## config.mk

```make
export PLATFORM = sky130hd
export DESIGN_NAME = gpio_port_edge_interrupt_core
export DESIGN_NICKNAME = d
export VERILOG_FILES = /design/src/gpei_pkg.sv /design/src/gpio_port_edge_interrupt_core.sv
export SDC_FILE = /design/constraint.sdc
export NUM_CORES = 2
export LEC_CHECK = 0
export ABC_AREA = 0
export BUFFER_PORTS_ARGS = -buffer_cell sky130_fd_sc_hd__buf_2
export CAP_MARGIN = 20
export CORE_MARGIN = 1.5
export CORE_UTILIZATION = 50
export DETAILED_ROUTE_END_ITERATION = 7
export PLACE_DENSITY = 0.7
export RECOVER_POWER = 25
export SLEW_MARGIN = 20
export SYNTH_ARGS = -nofsm -noshare
export SYNTH_HDL_FRONTEND = slang
export SYNTH_SLANG_ARGS = --single-unit
```

## constraint.sdc

```tcl
create_clock -name clk -period 3.7 [get_ports clk]
set_input_delay 0.37 -clock clk [delete_from_list [all_inputs] [get_ports clk]]
set_output_delay 0.37 -clock clk [all_outputs]
set_load 0.01 [all_outputs]
```

## src/gpei_pkg.sv

```systemverilog
package gpei_pkg;

    // Operation codes
    localparam logic [1:0] OP_SAMPLE = 2'd0;
    localparam logic [1:0] OP_WRITE  = 2'd1;
    localparam logic [1:0] OP_READ   = 2'd2;
    localparam logic [1:0] OP_BAD    = 2'd3;

    // Register numbers
    localparam logic [3:0] REG_DIR     = 4'd0;
    localparam logic [3:0] REG_SET     = 4'd1;
    localparam logic [3:0] REG_CLR     = 4'd2;
    localparam logic [3:0] REG_PIN     = 4'd3;
    localparam logic [3:0] REG_EN_RISE = 4'd4;
    localparam logic [3:0] REG_EN_FALL = 4'd5;
    localparam logic [3:0] REG_ST_RISE = 4'd6;
    localparam logic [3:0] REG_ST_FALL = 4'd7;
    localparam logic [3:0] REG_INT_CLR = 4'd8;
    localparam logic [3:0] REG_SUMMARY = 4'd9;

    localparam int DATA_W = 32;

    localparam int DEF_PORT_COUNT     = 5;
    localparam int DEF_PINS_PER_PORT  = 32;
    localparam int DEF_IRQ_PORT_COUNT = 2;

    // Implemented interrupt pins per interrupt slot: port 0 lacks pins 12..14
    // and 31, port 2 has pins 0..13, further ports have every pin.
    function automatic logic [DATA_W-1:0] irq_pin_mask(input logic [1:0] slot);
        logic [DATA_W-1:0] m;
        begin
            case (slot)
                2'd0:    m = 32'h7FFF_8FFF;
                2'd1:    m = 32'h0000_3FFF;
                default: m = 32'hFFFF_FFFF;
            endcase
            return m;
        end
    endfunction

endpackage

```

## src/gpio_port_edge_interrupt_core.sv

```systemverilog
// GPIO ports with edge interrupts, driven by a stream of requests.
//
// Input channel (in_valid / in_ready): one request per handshake, carrying
// operation (pin sample, register write, register read), port, reg_select
// and data. Output channel (out_valid / out_ready): exactly one result per
// request, carrying read_data, access_error and irq, in request order.
//
// A request accepted at an edge has its result on the outputs after that
// edge. Throughput is one request per cycle unless the receiver stalls; all
// the work is mask logic between the request ports and the result register,
// and port state updates in the same cycle so the next request sees it.
//
// When the receiver stalls, the result register holds and in_ready drops
// until the result is taken; the cycle it is taken a new request may enter.
//
// Reset (rst_n low, asynchronous) clears every direction, latch, sample,
// enable and status register and empties the result register. irq in a
// result reflects the status registers after that request has taken effect.
module gpio_port_edge_interrupt_core
    import gpei_pkg::*;
#(
    parameter int PORT_COUNT     = DEF_PORT_COUNT,
    parameter int PINS_PER_PORT  = DEF_PINS_PER_PORT,
    parameter int IRQ_PORT_COUNT = DEF_IRQ_PORT_COUNT
)
(
    input  logic              clk,
    input  logic              rst_n,

    input  logic              in_valid,
    output logic              in_ready,
    input  logic [1:0]        operation,
    input  logic [2:0]        port,
    input  logic [3:0]        reg_select,
    input  logic [DATA_W-1:0] data,

    output logic              out_valid,
    input  logic              out_ready,
    output logic [DATA_W-1:0] read_data,
    output logic              access_error,
    output logic              irq
);

    localparam int PW = (PORT_COUNT > 1) ? $clog2(PORT_COUNT) : 1;
    localparam int SW = (IRQ_PORT_COUNT > 1) ? $clog2(IRQ_PORT_COUNT) : 1;
    localparam logic [3:0] PORT_LIMIT = 4'(PORT_COUNT);
    localparam logic [2:0] IRQ_LIMIT  = 3'(IRQ_PORT_COUNT);

    typedef logic [PINS_PER_PORT-1:0] pins_t;

    // Per-port state
    pins_t dir_reg   [PORT_COUNT];
    pins_t latch_reg [PORT_COUNT];
    pins_t prev_reg  [PORT_COUNT];

    // Interrupt state, slot k belongs to port 2k
    pins_t en_rise_reg [IRQ_PORT_COUNT];
    pins_t en_fall_reg [IRQ_PORT_COUNT];
    pins_t st_rise_reg [IRQ_PORT_COUNT];
    pins_t st_fall_reg [IRQ_PORT_COUNT];
    pins_t st_rise_next [IRQ_PORT_COUNT];
    pins_t st_fall_next [IRQ_PORT_COUNT];

    // Result register
    logic              out_valid_reg;
    logic [DATA_W-1:0] read_data_reg;
    logic              access_error_reg;
    logic              irq_reg;

    logic              in_fire;
    logic              port_ok;
    logic              is_irq;
    logic              err;
    logic              do_sample;
    logic              do_write;
    logic              do_read;
    logic [PW-1:0]     port_idx;
    logic [SW-1:0]     slot;
    pins_t             d;
    pins_t             dir_cur;
    pins_t             latch_cur;
    pins_t             prev_cur;
    pins_t             rd;
    pins_t             slot_mask;
    logic [DATA_W-1:0] summary_cur;
    logic [DATA_W-1:0] summary_wide;
    logic [DATA_W-1:0] read_data_next;
    logic              irq_next;

    assign in_ready = !out_valid_reg || out_ready;
    assign in_fire  = in_valid && in_ready;

    assign port_idx = port[PW-1:0];
    assign slot     = port[SW:1];
    assign d        = data[PINS_PER_PORT-1:0];

    // Decode
    assign port_ok = ({1'b0, port} < PORT_LIMIT);
    assign is_irq  = port_ok && !port[0] && ({1'b0, port[2:1]} < IRQ_LIMIT);

    always_comb
    begin
        err = 1'b0;
        if (!port_ok || operation == OP_BAD)
        begin
            err = 1'b1;
        end
        else if (operation != OP_SAMPLE)
        begin
            if (reg_select > REG_SUMMARY)
            begin
                err = 1'b1;
            end
            else if (reg_select inside {[REG_EN_RISE:REG_INT_CLR]} && !is_irq)
            begin
                err = 1'b1;
            end
        end
    end

    assign do_sample = in_fire && !err && operation == OP_SAMPLE;
    assign do_write  = in_fire && !err && operation == OP_WRITE;
    assign do_read   = !err && operation == OP_READ;

    assign dir_cur   = port_ok ? dir_reg[port_idx]   : '0;
    assign latch_cur = port_ok ? latch_reg[port_idx] : '0;
    assign prev_cur  = port_ok ? prev_reg[port_idx]  : '0;

    // Only the implemented pins of this slot take enable writes
    always_comb
    begin
        logic [DATA_W-1:0] m;
        m = irq_pin_mask(2'(slot));
        slot_mask = m[PINS_PER_PORT-1:0];
    end

    // Status update: edges latch on a sample, int_clr clears
    always_comb
    begin
        for (int k = 0; k < IRQ_PORT_COUNT; k++)
        begin
            st_rise_next[k] = st_rise_reg[k];
            st_fall_next[k] = st_fall_reg[k];
            if (is_irq && slot == SW'(k))
            begin
                if (do_sample)
                begin
                    st_rise_next[k] = st_rise_reg[k] | (~prev_cur & d & en_rise_reg[k]);
                    st_fall_next[k] = st_fall_reg[k] | (prev_cur & ~d & en_fall_reg[k]);
                end
                else if (do_write && reg_select == REG_INT_CLR)
                begin
                    st_rise_next[k] = st_rise_reg[k] & ~d;
                    st_fall_next[k] = st_fall_reg[k] & ~d;
                end
            end
        end
    end

    // Pending ports: bit 2k for slot k
    always_comb
    begin
        summary_cur = '0;
        irq_next    = 1'b0;
        for (int k = 0; k < IRQ_PORT_COUNT; k++)
        begin
            summary_cur[2*k] = |(st_rise_reg[k] | st_fall_reg[k]);
            irq_next         = irq_next | (|(st_rise_next[k] | st_fall_next[k]));
        end
    end

    // Read mux
    always_comb
    begin
        case (reg_select)
            REG_DIR:     rd = dir_cur;
            REG_SET:     rd = latch_cur;
            REG_PIN:     rd = (latch_cur & dir_cur) | (prev_cur & ~dir_cur);
            REG_EN_RISE: rd = en_rise_reg[slot];
            REG_EN_FALL: rd = en_fall_reg[slot];
            REG_ST_RISE: rd = st_rise_reg[slot];
            REG_ST_FALL: rd = st_fall_reg[slot];
            REG_SUMMARY: rd = summary_cur[PINS_PER_PORT-1:0];
            default:     rd = '0;
        endcase
        summary_wide = '0;
        summary_wide[PINS_PER_PORT-1:0] = rd;
        read_data_next = do_read ? summary_wide : '0;
    end

    // Port state
    always_ff @(posedge clk or negedge rst_n)
    begin
        if (!rst_n)
        begin
            for (int i = 0; i < PORT_COUNT; i++)
            begin
                dir_reg[i]   <= '0;
                latch_reg[i] <= '0;
                prev_reg[i]  <= '0;
            end
        end
        else
        begin
            if (do_sample)
            begin
                prev_reg[port_idx] <= d;
            end
            if (do_write)
            begin
                case (reg_select)
                    REG_DIR: dir_reg[port_idx]   <= d;
                    REG_SET: latch_reg[port_idx] <= latch_cur | d;
                    REG_CLR: latch_reg[port_idx] <= latch_cur & ~d;
                    REG_PIN: latch_reg[port_idx] <= d;
                    default: ;
                endcase
            end
        end
    end

    // Interrupt state
    always_ff @(posedge clk or negedge rst_n)
    begin
        if (!rst_n)
        begin
            for (int k = 0; k < IRQ_PORT_COUNT; k++)
            begin
                en_rise_reg[k] <= '0;
                en_fall_reg[k] <= '0;
                st_rise_reg[k] <= '0;
                st_fall_reg[k] <= '0;
            end
        end
        else
        begin
            for (int k = 0; k < IRQ_PORT_COUNT; k++)
            begin
                st_rise_reg[k] <= st_rise_next[k];
                st_fall_reg[k] <= st_fall_next[k];
            end
            if (do_write && is_irq)
            begin
                case (reg_select)
                    REG_EN_RISE: en_rise_reg[slot] <= d & slot_mask;
                    REG_EN_FALL: en_fall_reg[slot] <= d & slot_mask;
                    default: ;
                endcase
            end
        end
    end

    // Result register
    always_ff @(posedge clk or negedge rst_n)
    begin
        if (!rst_n)
        begin
            out_valid_reg <= 1'b0;
        end
        else if (in_ready)
        begin
            out_valid_reg <= in_valid;
        end
    end

    always_ff @(posedge clk)
    begin
        if (in_fire)
        begin
            read_data_reg    <= read_data_next;
            access_error_reg <= err;
            irq_reg          <= irq_next;
        end
    end

    assign out_valid    = out_valid_reg;
    assign read_data    = read_data_reg;
    assign access_error = access_error_reg;
    assign irq          = irq_reg;

`ifndef ASSERT_OFF
    // irq of a result matches the pending summary left behind by its request
    a_irq_matches_state: assert property (@(posedge clk) disable iff (!rst_n)
        in_fire |=> (irq == (summary_cur != '0)))
        else $error("irq disagrees with status registers");

    // a rejected request never returns data
    a_error_no_data: assert property (@(posedge clk) disable iff (!rst_n)
        (out_valid && access_error) |-> (read_data == '0))
        else $error("read data on an access error");

    // samples on ports without interrupts leave the status alone
    a_plain_sample_no_status: assert property (@(posedge clk) disable iff (!rst_n)
        (in_fire && operation == OP_SAMPLE && !is_irq) |=> $stable(summary_cur))
        else $error("status changed by sample on a plain port");

    // slot 0 enables stay within its implemented pins
    a_enable_within_pins: assert property (@(posedge clk) disable iff (!rst_n)
        ((en_rise_reg[0] | en_fall_reg[0]) & ~irq_pin_mask(2'd0)
            ) == '0)
        else $error("interrupt enable on an unimplemented pin");

    // a held result blocks new requests
    a_stall_blocks: assert property (@(posedge clk) disable iff (!rst_n)
        (out_valid && !out_ready) |-> !in_ready)
        else $error("request accepted while result stalled");
`endif

endmodule
```

==> flow_metrics.env <==
export IMPL_stdcell_count=4390
export IMPL_r2r_cells=10
export IMPL_synth_mux_area_fraction=0.1714
export IMPL_postCtsSetupBuffers=0
export IMPL_fmax_mhz=279.6
export IMPL_clockBufferDepth=3
export IMPL_syn_num_nets=3278
export IMPL_yosys_most_used_dff="dfrtp_1"
export IMPL_reg2reg_to="irq$_DFFE_PP_"
export IMPL_hold_path_class="in -> reg"
export IMPL_leakagePower_nw=19.26
export IMPL_internal_power_w=0.01468
export IMPL_p_comb_frac=0.094
export IMPL_clk_pin_slew_ns=0.06
export IMPL_crit_type="reg -> reg"
export IMPL_fp_dieW_um=272.7
export IMPL_grt_pass1_vias=29970
export IMPL_gr_usage_met1=0.5481
export IMPL_io_pins=81
export IMPL_syn_avg_cell_area_um2=11.25
export IMPL_initial_utilization=0.5072
export IMPL_grt_pass1_wl_um=215000
export IMPL_area_delta_synth_final_pct=15.51
export IMPL_synthCells=3233
export IMPL_synthArstFlopShare=0.9554
export IMPL_synth_top_family_by_area="compound AO/OA/AOI/OAI gates"
export IMPL_maxSlewViolCount=88
export IMPL_gp_congestion=1.035
export IMPL_synth_compound_area_frac=0.1772
export IMPL_ff_latch_area_mm2=0.01926
export IMPL_max_stage_delay_ns=0.68
export IMPL_crit_path_max_fanout=19
export IMPL_slowest_stage="or4_1"
export IMPL_crit_path_end_kind="register"
export IMPL_rrSetupSlack_ns=0.12
export IMPL_grt_setup_unrepaired="false"
export IMPL_cp_required_ns=4.08
export IMPL_finalSetupViolations=0
export IMPL_numClockSinks=763
export IMPL_std_cell_rows=98
export IMPL_critPathArrivalTime_ns=3.95
export IMPL_seqPwrFrac=0.456
export IMPL_fp_dieH_um=272.7
export IMPL_synth_distinct_cells=81
export IMPL_cts_buffers=83
export IMPL_ys_seq_area_frac=0.5295
export IMPL_synth_seq_cells=763
export IMPL_coreArea_mm2=0.07173
export IMPL_finClkSkew_ns=0.02504
export IMPL_numPlacedInstances=4233
export IMPL_drt_iter0_markers=4264
export IMPL_drv_cap=1
export IMPL_violations="capacitance limit, slew limit"
export IMPL_sw_frac_of_total=0.2569
export IMPL_clkPwrFrac=0.450
export IMPL_overflow=0
export IMPL_synth_simple_area_share=0.08306
export IMPL_syn_area_mm2=0.03638
export IMPL_synth_fa_ha_area_frac=0.0002751
export IMPL_clk_latency_ns=0.66
export IMPL_worstHoldStart="data[18]"
export IMPL_antenna_found_initial=7
export IMPL_finalCritPeriodShare=0.9666
export IMPL_synth_edf_count=34
export IMPL_utilization=0.5858
export IMPL_status="complete, but fails checks"
export IMPL_routedWlPerCell_um=33.84
export IMPL_holdPathStages=2
export IMPL_cts_root_buf="clkbuf_16"
export IMPL_dr_pass1_iters=8
export IMPL_worst_setup_path_start_kind="register"
export IMPL_period_minus_slack_ns=3.577
export IMPL_hold_violations=0
export IMPL_cts_htree_levels=3
export IMPL_p_sw_w=0.005074
export IMPL_holdPathEnd="prev_reg[50]$_DFFE_PN0P_"
export IMPL_power_density_mw_per_mm2=470.1
export IMPL_multi_input_area_mm2=0.01585
export IMPL_vias=30400
export IMPL_relSlewSlack=-1.087
export IMPL_track_usage=0.3996
export IMPL_avgViaCountPerCell=6.925
export IMPL_crit_chain="nor2b_1 > inv_2 > nand3_2 > buf_4 > o31a_1 > a41o_1 > or4_1 > or4b_1 > nor4_2 > nand4_1"
export IMPL_fill_cells=5907
export IMPL_dp_hpwl_um=102900
export IMPL_grt_busiest_layer="met2"
export IMPL_grt_start_max_net_pins=97
export IMPL_yosysWarnings=0
export IMPL_rr_startpoint="out_valid$_DFFE_PN0N_"
export IMPL_drt_wl_total_um=148600
export IMPL_worst_slew_pin_slew_ns=3.130
export IMPL_grt_use_met2=0.5940
export IMPL_drc_errors=0
export IMPL_cts_tree="built"
export IMPL_dieArea_mm2=0.07439
export IMPL_detail_route_antenna_nets=0
export IMPL_io_buffer_count=80
export IMPL_ir_drop_mv=0.4193
export IMPL_synth_xor_area_frac=0
export IMPL_nNetsFinal=3415
export IMPL_drive_gt1_frac=0.2513
export IMPL_grtUsageMet3=0.09050
through the flow:
stage | setup TNS (ns) | total power (W) | hold WS, ns | cell area, µm² | worst slack (ns)
6_report | 0 | 0.01975 | 0.1047 | 42020 | 0.1234
5_1_grt | 0 | 0.02029 | 0.1202 | 42020 | 0.07503
4_1_cts | 0 | 0.01978 | 0.07091 | 42030 | 0.08564
3_5_place_dp | -0.2198 | 0.01096 | 0.4621 | 39100 | -0.2198
3_3_place_gp | -0.1916 | 0.01091 | 0.4500 | 39100 | -0.1916
2_1_floorplan | 0 | 0.01003 | 0.07441 | 36380 | 0.7234
cell type report:
cell class	count	share of cell area
Antenna cell	2	0.0001191
Clock buffer	117	0.05809
Clock inverter	36	0.01117
Inverter	46	0.004109
Multi-Input combinational cell	2141	0.3771
Sequential cell	763	0.4584
Tap cell	950	0.02829
Timing Repair Buffer	335	0.06273
Yosys cell counts, drive strengths merged (44+ instances only):
master,number,area (µm²)
mux2i,228,2282
a22oi,61,462.9
dfrtp,729,18240
mux2,325,3660
nor2,128,485.5
a21oi,183,915.9
o22ai,114,713.2
a31oi,73,456.7
inv,44,165.2
clkbuf,167,628.1
nand2,269,1010
buf,116,601.8
o2bb2ai,111,972.2
o21ai,157,785.8
nor4,50,327.8
a22o,65,569.3
layer usage:
metal  vias to the layer above  part of all wire
met4                         0             0.058
met3                       371              0.10
met5                         -                 0
li1                      12390                 -
met2                      1921              0.44
met1                     15720              0.40
critical path: cells and delay by family, from the launching register on:
kind	cells	cell delay, ns
AOI/OAI and AO/OA	2	0.53
buffers and inverters	2	0.39
DFF	1	0.37
and+or+nand+nor	6	2.01
repair_timing:
| item | CTS | global route |
|---|---|---|
| hold buffers | 2 | 0 |
| resized for setup | 0 | 1 |
| setup endpoints to repair | 0 | 1 |
| hold endpoints to repair | 83 | 0 |
logic make-up (layout without fill, tap and decap cells):
group | Yosys count | in the layout
mux | 566 | 566
flops | 763 | 763
other cells | 0 | 2
buf+inv | 329 | 534
simple gates | 629 | 629
fa+ha+maj | 1 | 1
compound gates | 945 | 945
how the worst max path moves through the flow:
| stage | from | end | slack, ns | depth (start not counted) |
|---|---|---|---|---|
| final | out_valid$_DFFE_PN0N_ | irq$_DFFE_PP_ | 0.12 | 10 |
| after global routing | out_valid$_DFFE_PN0N_ | irq$_DFFE_PP_ | 0.08 | 10 |
| after CTS | out_valid$_DFFE_PN0N_ | irq$_DFFE_PP_ | 0.09 | 10 |
| after detailed placement | port[2] | irq$_DFFE_PP_ | -0.22 | 9 |
| after global placement | port[2] | irq$_DFFE_PP_ | -0.19 | 9 |
| after floorplan | out_valid$_DFFE_PN0N_ | irq$_DFFE_PP_ | 0.72 | 11 |
power by group through the flow:
stage | sequential (W) | clock (W) | combinational, W
after CTS | 0.00900 | 0.00896 | 0.00182
after global routing | 0.00904 | 0.00930 | 0.00195
after global placement | 0.00914 | 0 | 0.00178
after detailed placement | 0.00915 | 0 | 0.00181
final | 0.00901 | 0.00888 | 0.00186
after floorplan | 0.00907 | 0 | 0.000962
cell usage in the layout (no fill, tap or decap), types with 18 or more instances in the layout:
master,instances
a21oi_1,182
a221oi_1,23
a22o_1,65
a22oi_1,60
a31oi_1,73
a41oi_1,20
and2_1,30
buf_12,25
buf_2,77
buf_4,224
clkbuf_1,18
clkbuf_16,88
dfrtp_1,729
edfxtp_1,34
inv_1,42
mux2_2,324
mux2i_1,228
nand2_1,262
nand2b_1,23
nand3_1,26
nor2_1,122
nor4_1,47
o21ai_0,145
o22ai_1,114
o2bb2ai_1,111
o31ai_1,26
No activity file was read; power rests on OpenSTA's default activity.
